--- src/rtl/gisg_ram.sv ---
// Generic simple dual-port RAM: one write port, one read port, registered read.
// No dependencies.
module gisg_ram #(
    parameter int WIDTH = 1,
    parameter int DEPTH = 1024
) (
    input  logic                     i_clk,
    input  logic                     i_we,
    input  logic [$clog2(DEPTH)-1:0] i_waddr,
    input  logic [WIDTH-1:0]         i_wdata,
    input  logic                     i_re,
    input  logic [$clog2(DEPTH)-1:0] i_raddr,
    output logic [WIDTH-1:0]         o_rdata
);

    logic [WIDTH-1:0] r_mem [DEPTH];
    logic [WIDTH-1:0] r_rdata;

    always_ff @(posedge i_clk) begin
        if (i_we) begin
            r_mem[i_waddr] <= i_wdata;
        end
        if (i_re) begin
            r_rdata <= r_mem[i_raddr];
        end
    end

    assign o_rdata = r_rdata;

endmodule

--- config.mk ---
export PLATFORM = sky130hd
export DESIGN_NAME = gisg_ram
export DESIGN_NICKNAME = d
export VERILOG_FILES = /design/src/rtl/gisg_ram.sv
export SDC_FILE = /design/constraint.sdc
export NUM_CORES = 1
export LEC_CHECK = 0
export ABC_AREA = 0
export BUFFER_PORTS_ARGS = -buffer_cell sky130_fd_sc_hd__buf_2
export CAP_MARGIN = 10
export CORE_MARGIN = 5
export CORE_UTILIZATION = 49
export CTS_BUF_LIST = sky130_fd_sc_hd__clkbuf_16
export CTS_CLUSTER_SIZE = 40
export DETAILED_ROUTE_END_ITERATION = 12
export HOLD_SLACK_MARGIN = 0.08
export PLACE_DENSITY = 0.63
export SLEW_MARGIN = 20
export SYNTH_ARGS = -nofsm -noshare
export SYNTH_HDL_FRONTEND = slang
export SYNTH_SLANG_ARGS = --single-unit
--- constraint.sdc ---
create_clock -name i_clk -period 7.7 [get_ports i_clk]
set_clock_uncertainty 0.2 [all_clocks]
set_input_delay 2.31 -clock i_clk [delete_from_list [all_inputs] [get_ports i_clk]]
set_output_delay 2.31 -clock i_clk [all_outputs]
set_load 0.01 [all_outputs]
# == Word level (Yosys, flattened, before mapping) ==
# Memories as Yosys holds them, arrays and structs flattened. A register that Yosys moved wholly into a read port is not among the register bits.
# Cells that the tools add are included.
# word_totals
n_memories,1
ramBits,1024
ff_bits,0
out_inout_bits,1
input_bits,24
# memory_table
name,depth,word_bits,rd,rd_clocked_by_memory_dff,write_ports,line,rtl
r_mem,1024,1,1,1,1,16,logic [WIDTH-1:0] r_mem [DEPTH];
# classes
muxes,2
# op_table
op,n
$mux W1,2

# == Logic depth before layout (Yosys ltp) ==
# Gate-level depths: netlist of the first run.
# logic_depth
depth_word,2
depth_mapped,15
mapped_depth_nobuf,8

# == Least setup slack after synthesis of the first run ==
# OpenSTA, ideal clock, no wires.
# synth_timing
path_type,input port to flip-flop
start,input i_raddr[0]
end,"register r_rdata (netlist: o_rdata), read port of r_mem, data pin"
path_slack_ps,2778
required_ps,7225
t_arrival_ps,4447
setup_ps,275
n_path_buf,4
cell_stages,10
path_cell_list,buf_6 > buf_12 > buf_12 > buf_2 > mux4_2 > mux4_2 > a211oi_1 > nor2_1 > o311ai_1 > o2111ai_1
# synth_lines
item,line,rtl
start: declaration,12,"input logic [$clog2(DEPTH)-1:0] i_raddr,"
end: declaration,17,logic [WIDTH-1:0] r_rdata;

==> flow_metrics.env, run 1 <==
export IMPL_synth_distinct_cells=55
export IMPL_start_kind="input port"
export IMPL_yosys_warnings=0
export IMPL_route_detailed_drc=0
export IMPL_ys_ff_latch=1025
export IMPL_ioPinCount=25
export IMPL_avgSynthCellArea_um2=14.4
export IMPL_syn_to_final_growth_pct=10.0
export IMPL_report_final_slew_viol_count=0
export IMPL_cts_resized=0
export IMPL_drt_pass1_iterations=6
export IMPL_die_h_um=312
export IMPL_coreArea_um2=90300
export IMPL_intPower_w=0.00923
export IMPL_cts_tree="done"
export IMPL_criticalPathCategory="input port to flip-flop"
export IMPL_p_seq_frac=0.522
export IMPL_antenna_found_initial=6
export IMPL_hold_violations=0
export IMPL_synth_cell_area_um2=44700
export IMPL_layout_drive_gt1_share=0.163
export IMPL_grt_pass1_vias=26800
export IMPL_utilization=0.544
export IMPL_cts_root_buf="clkbuf_16"
export IMPL_h_tree_depth=3
export IMPL_post_cts_buffers=0
export IMPL_routabilityCongestion=0.796
export IMPL_clock_sinks=1025
export IMPL_antenna_left=0
export IMPL_avgRoutedWirePerCell_um=28.8
export IMPL_yosys_area_top_type="edfxtp_1"
export IMPL_netlist_area_leader_share=0.689
export IMPL_finalSetupTns_ns=0
export IMPL_grt_pass1_wl_mm=179
export IMPL_clkSlewWorstSetupHoldPaths_ns=0.06
export IMPL_drt_total_wl_mm=123
export IMPL_yosys_most_used_dff="edfxtp_1"
export IMPL_worstSkewPairLatency_ns=0.68
export IMPL_slew_headroom=0.233
export IMPL_final_cell_count_no_fill=4277
export IMPL_worst_path_max_fanout=63
export IMPL_yosysSeqAreaShare=0.689
export IMPL_endpoint_kind="flip-flop"
export IMPL_irDropWorstVdd_mv=0.189
export IMPL_status="completed"
export IMPL_setup_viol=0
export IMPL_max_cap_violations=0
export IMPL_synth_area_leaders="edfxtp_1 69%, mux4_2 10%, nor2_1 8.7%"
export IMPL_p_leak_nw=14.7
export IMPL_rows=110
export IMPL_hold_path_class="flip-flop to flip-flop"
export IMPL_overflow=0
export IMPL_cts_buffers=106
export IMPL_rsz0062_at_grt="false"
export IMPL_async_flop_share=0
export IMPL_vias=26900
export IMPL_synth_edff_count=1025
export IMPL_design_area_um2=49100
export IMPL_drt_iter0_markers=3578
export IMPL_switchingPower_w=0.00254
export IMPL_fin_nets=3039
export IMPL_synth_nets=3136
export IMPL_grt_use_total=0.250
export IMPL_critPathArrivalTime_ns=5.73
export IMPL_dpl_hpwl_mm=65.4
export IMPL_die_w_um=312
export IMPL_io_buffer_count=24
export IMPL_fmaxAchievable_ghz=0.181
export IMPL_vias_per_cell=6.29
export IMPL_timing_critical_path_required_ns=7.90
export IMPL_p_per_area_nw_per_um2=240
export IMPL_pwr_share_comb=0.052
export IMPL_dieArea_um2=97300
export IMPL_switching_share=0.216
export IMPL_placedCellCount=4083
export IMPL_worst_hold_slack_ns=1.06
export IMPL_place_area_um2=45700
export IMPL_start_util=0.495
export IMPL_cts_hold_buf=0
export IMPL_syn_inst=3112
export IMPL_grt_max_degree=271
export IMPL_worst_pin_slew_ns=1.15
export IMPL_period_share=0.718
export IMPL_layout_min_cycle_time_ns=5.53
export IMPL_clkPwrFrac=0.426
export IMPL_clockBufferDepth=3
==> cell families (layout without fill, tap and decap cells) <==
kind of cell / count (synthesis) / in the layout / share of synthesized area
buffers and inverters: 309 / 295 / 0.0330
AND/OR/NAND/NOR: 1260 / 1260 / 0.112
other: 0 / 3 / 0
flip-flops: 1025 / 1025 / 0.689
multiplexers: 340 / 340 / 0.137
AO/OA/AOI/OAI: 178 / 178 / 0.0283
==> per-stage QoR <==
stage               power [W]  worst slack, ns
global route           0.0121             2.07
finish                 0.0118             2.17
floorplan             0.00662             2.78
CTS                    0.0118             2.31
detailed placement    0.00686             1.62
global placement      0.00685             1.65
==> final timing paths <==
kind	startpoint	to	slack, ns	depth (start not counted)
max	i_raddr[1]	o_rdata	2.17	10
max reg2reg	r_mem[271]	o_rdata	4.59	8
min reg2reg	r_mem[243]	o_rdata	1.06	5
min	r_mem[243]	o_rdata	1.06	5
==> cell type report <==
type | instances | area, um^2
fill | 7236 | 41100
sequential | 1025 | 30800
multi-input combinational | 1778 | 12600
clock buffer | 109 | 2730
tap | 1176 | 1470
timing repair buffer | 98 | 831
clock inverter | 82 | 659
inverter | 6 | 22.5
antenna | 3 | 7.51
==> state kept, by name, summed over array words and instances (netlist names) <==
name	cells
o_rdata	1
r_mem	1024
==> synthesized netlist by cell type, types with 2 or more instances <==
cell,number
nor2_1,1036
edfxtp_1,1025
mux4_2,200
clkbuf_1,186
mux2i_1,123
nand2_1,86
buf_1,57
o221ai_1,49
a21oi_1,37
nand3_1,37
nor3_1,37
o22ai_1,28
buf_2,19
buf_6,18
a22oi_1,17
mux4_1,14
buf_4,13
nor2b_1,11
o21ai_0,11
nand4_1,10
nand2b_1,8
nor3b_1,8
a2111oi_0,6
and2_1,6
nor4_1,5
a211oi_1,4
a22o_1,4
a31oi_1,4
and3_1,4
buf_8,4
a311oi_1,3
and3b_1,3
buf_12,3
clkbuf_4,3
inv_1,3
mux2_2,3
a221oi_1,2
and4_1,2
clkinv_1,2
o2111ai_1,2
o21ai_1,2
o31a_1,2
or2_2,2
or3b_2,2
==> routing by layer <==
| layer | GRT usage | part of all wire |
|---|---|---|
| met5 | 0 | 0.000089 |
| met2 | 0.412 | 0.48 |
| met4 | 0.0770 | 0.033 |
| met1 | 0.338 | 0.38 |
| met3 | 0.0533 | 0.098 |
==> power groups by stage <==
stage | Combinational (W) | Clock, W | Sequential, W
2_1_floorplan | 0.000355 | 0 | 0.00626
3_3_place_gp | 0.000589 | 0 | 0.00626
3_5_place_dp | 0.000600 | 0 | 0.00626
4_1_cts | 0.000602 | 0.00508 | 0.00614
5_1_grt | 0.000641 | 0.00532 | 0.00614
6_report | 0.000608 | 0.00502 | 0.00615
==> placed cells by master, fill, tap and decap left out, types with 11 or more instances in the layout <==
master     netlist  routed
a21oi_1         37      37
a22oi_1         17      17
buf_2           19      21
buf_4           13      64
clkbuf_16        0     109
clkinv_1         2      26
clkinv_2         0      24
edfxtp_1      1025    1025
inv_1            3      20
mux2i_1        123     123
mux4_1          14      14
mux4_2         200     200
nand2_1         86      69
nand2_2          0      17
nand3_1         37      13
nand3_2          0      19
nor2_1        1036    1035
nor3_1          37      35
o21ai_0         11      11
o221ai_1        49      49
o22ai_1         28      28
==> critical path: stages <==
cell and delay (ns):
buf_8 0.46, nand2b_2 0.70, buf_4 0.56, o221ai_1 0.24, o22ai_1 0.24, nor3_1 0.10
a211oi_1 0.61, nor2_1 0.17, o311ai_1 0.13, o2111ai_1 0.16
Power figures use the tool's default switching activity.
==> run 2, diff against run 1 <==
- PLACE_DENSITY: 0.63 -> 0.66
- clock period: 7.7 -> 4.95 ns (I/O delays scaled with it)
==> run 2 against run 1 <==
  * Critical path depth did not move
  * Wire length rose by 2.1%
  * Sequential power rose by 55%
  * Clock power rose by 46%
  * Clock-buffer cell count fell by 5
  * Die area did not move
  * Highest routed layer unchanged
  * Worst setup slack got worse by 1.5 ns
  * Total power rose by 52%
  * Largest power group unchanged
  * Utilization rose by 0.59 points
  * First-iteration DRC count rose by 15%
  * Via count rose by 1.8%
==> flow_metrics.env, run 2 (synthesized netlist as in run 1, its figures left out) <==
export IMPL_criticalPathCategory="input port to flip-flop"
export IMPL_grt_pass1_vias=27200
export IMPL_period_share=0.858
export IMPL_fmaxAchievable_ghz=0.235
export IMPL_drt_pass1_iterations=5
export IMPL_drt_total_wl_mm=126
export IMPL_holdCritStartpoint="i_re"
export IMPL_dieArea_um2=97300
export IMPL_worstSetupStartpoint="i_raddr[0]"
export IMPL_r2r_cells=7
export IMPL_cp_top_family="buffers and inverters"
export IMPL_antenna_left=0
export IMPL_io_buffer_count=24
export IMPL_avgRoutedWirePerCell_um=28.9
export IMPL_syn_to_final_growth_pct=11.2
export IMPL_overflow=0
export IMPL_cp_depth=10
export IMPL_p_seq_frac=0.534
export IMPL_setup_viol=0
export IMPL_fin_nets=3120
export IMPL_ioPinCount=25
export IMPL_route_detailed_drc=0
export IMPL_worst_path_max_fanout=41
export IMPL_start_util=0.495
export IMPL_slew_headroom=0.314
export IMPL_vias_per_cell=6.29
export IMPL_clkPwrFrac=0.410
export IMPL_switchingPower_w=0.00389
export IMPL_report_final_slew_viol_count=0
export IMPL_pwr_share_comb=0.056
export IMPL_grt_pass1_wl_mm=181
export IMPL_irDropWorstVdd_mv=0.294
export IMPL_worst_pin_slew_ns=1.03
export IMPL_cts_root_buf="clkbuf_16"
export IMPL_coreArea_um2=90300
export IMPL_clock_sinks=1025
export IMPL_regToRegEndpoint="o_rdata"
export IMPL_status="completed"
export IMPL_cts_tree="done"
export IMPL_die_h_um=312
export IMPL_layout_min_cycle_time_ns=4.25
export IMPL_routabilityCongestion=0.858
export IMPL_regMostFlops="r_mem"
export IMPL_rsz0062_at_grt="false"
export IMPL_hold_violations=0
export IMPL_clockBufferDepth=3
export IMPL_die_w_um=312
export IMPL_h_tree_depth=3
export IMPL_timing_critical_path_required_ns=5.16
export IMPL_layout_drive_gt1_share=0.177
export IMPL_finalPower_w=0.0179
export IMPL_cp_cell_sequence="buf_8 > buf_4 > mux4_2 > a221oi_1 > o21ai_0 > nor3_1 > a311oi_1 > buf_4 > nor4_1 > o2111ai_1"
export IMPL_slowest_delay_ns=0.55
export IMPL_cp_endpoint="o_rdata"
export IMPL_final_cell_count_no_fill=4356
export IMPL_start_kind="input port"
export IMPL_dpl_hpwl_mm=70.3
export IMPL_crit_slowest_cell="mux4_2"
export IMPL_placedCellCount=4167
export IMPL_worstSkewPairLatency_ns=0.68
export IMPL_antenna_found_initial=8
export IMPL_max_cap_violations=0
export IMPL_cts_resized=0
export IMPL_rows=110
export IMPL_p_leak_nw=15.0
export IMPL_switching_share=0.217
export IMPL_vias=27400
export IMPL_grt_max_degree=154
export IMPL_hold_path_class="input port to flip-flop"
export IMPL_endpoint_kind="flip-flop"
export IMPL_cts_buffers=103
export IMPL_critPathArrivalTime_ns=4.46
export IMPL_drt_iter0_markers=4114
export IMPL_layout_common_cells="1036 x nor2_1, 1025 x edfxtp_1, 200 x mux4_2"
export IMPL_intPower_w=0.0140
export IMPL_cts_hold_buf=0
export IMPL_cp_buffers_inverters=3
export IMPL_p_per_area_nw_per_um2=360
export IMPL_clkSlewWorstSetupHoldPaths_ns=0.06
export IMPL_final_common_cell="nor2_1"
export IMPL_r2r_slack_ns=1.82
export IMPL_grt_use_total=0.253
export IMPL_post_cts_buffers=0
export IMPL_largest_reg_flops=1024
export IMPL_cp_common_cell="buf_4"
export IMPL_reg2reg_from="r_mem[437]"
run 2: per-layer routing:
| metal | GRT usage | routed length, um | part of all wire | up-vias |
|---|---|---|---|---|
| met1 | 0.335 | 46400 | 0.37 | 14100 |
| li1 | - | - | - | 11500 |
| met2 | 0.425 | 61900 | 0.49 | 1550 |
| met3 | 0.0494 | 12700 | 0.10 | 276 |
| met4 | 0.0895 | 4830 | 0.038 | 6 |
| met5 | 0 | 64 | 0.00051 | - |
run 2: metrics by stage:
| stage | hold WS, ns | setup slack (ns) | area, um^2 | setup TNS [ns] | util |
|---|---|---|---|---|---|
| after floorplan | 0.774 | 0.853 | 44700 | 0 | - |
| after global placement | 1.06 | -0.0374 | 46500 | -0.0374 | 0.515 |
| after detailed placement | 1.06 | 0.0327 | 46500 | 0 | 0.515 |
| after CTS | 0.854 | 0.738 | 49700 | 0 | 0.550 |
| after global routing | 0.882 | 0.574 | 49700 | 0 | 0.550 |
| final | 0.890 | 0.703 | 49700 | 0 | 0.550 |
run 2: worst min-delay path by stage:
stage / endpoint / depth (start not counted) / slack (ns)
6_report: o_rdata / 1 / 0.89
5_1_grt: o_rdata / 1 / 0.88
4_1_cts: o_rdata / 1 / 0.85
3_5_place_dp: o_rdata / 6 / 1.06
3_3_place_gp: o_rdata / 6 / 1.06
2_1_floorplan: o_rdata / 5 / 0.77
run 2: worst reg2reg max path: cells and delay by family (launching register included):
| kind | cells | cell delay, ns |
|---|---|---|
| muxes | 2 | 0.95 |
| AOI/OAI and AO/OA | 2 | 0.71 |
| and+or+nand+nor | 3 | 0.63 |
| DFF | 1 | 0.39 |
run 2: power groups by stage:
stage / Combinational (W) / Clock [W] / Sequential, W
global placement: 0.000966 / 0 / 0.00974
detailed placement: 0.000982 / 0 / 0.00974
global route: 0.00104 / 0.00780 / 0.00955
CTS: 0.000985 / 0.00742 / 0.00956
finish: 0.000994 / 0.00734 / 0.00956
floorplan: 0.000553 / 0 / 0.00974
run 2: cell type report:
cell class | count | area [um^2]
clock buffers | 104 | 2600
fillers | 7245 | 40600
repair buffers | 182 | 1700
clock inverters | 81 | 537
flip-flops and latches | 1025 | 30800
inverters | 6 | 22.5
multi-input cells | 1778 | 12600
well taps | 1176 | 1470
diodes | 4 | 10.0
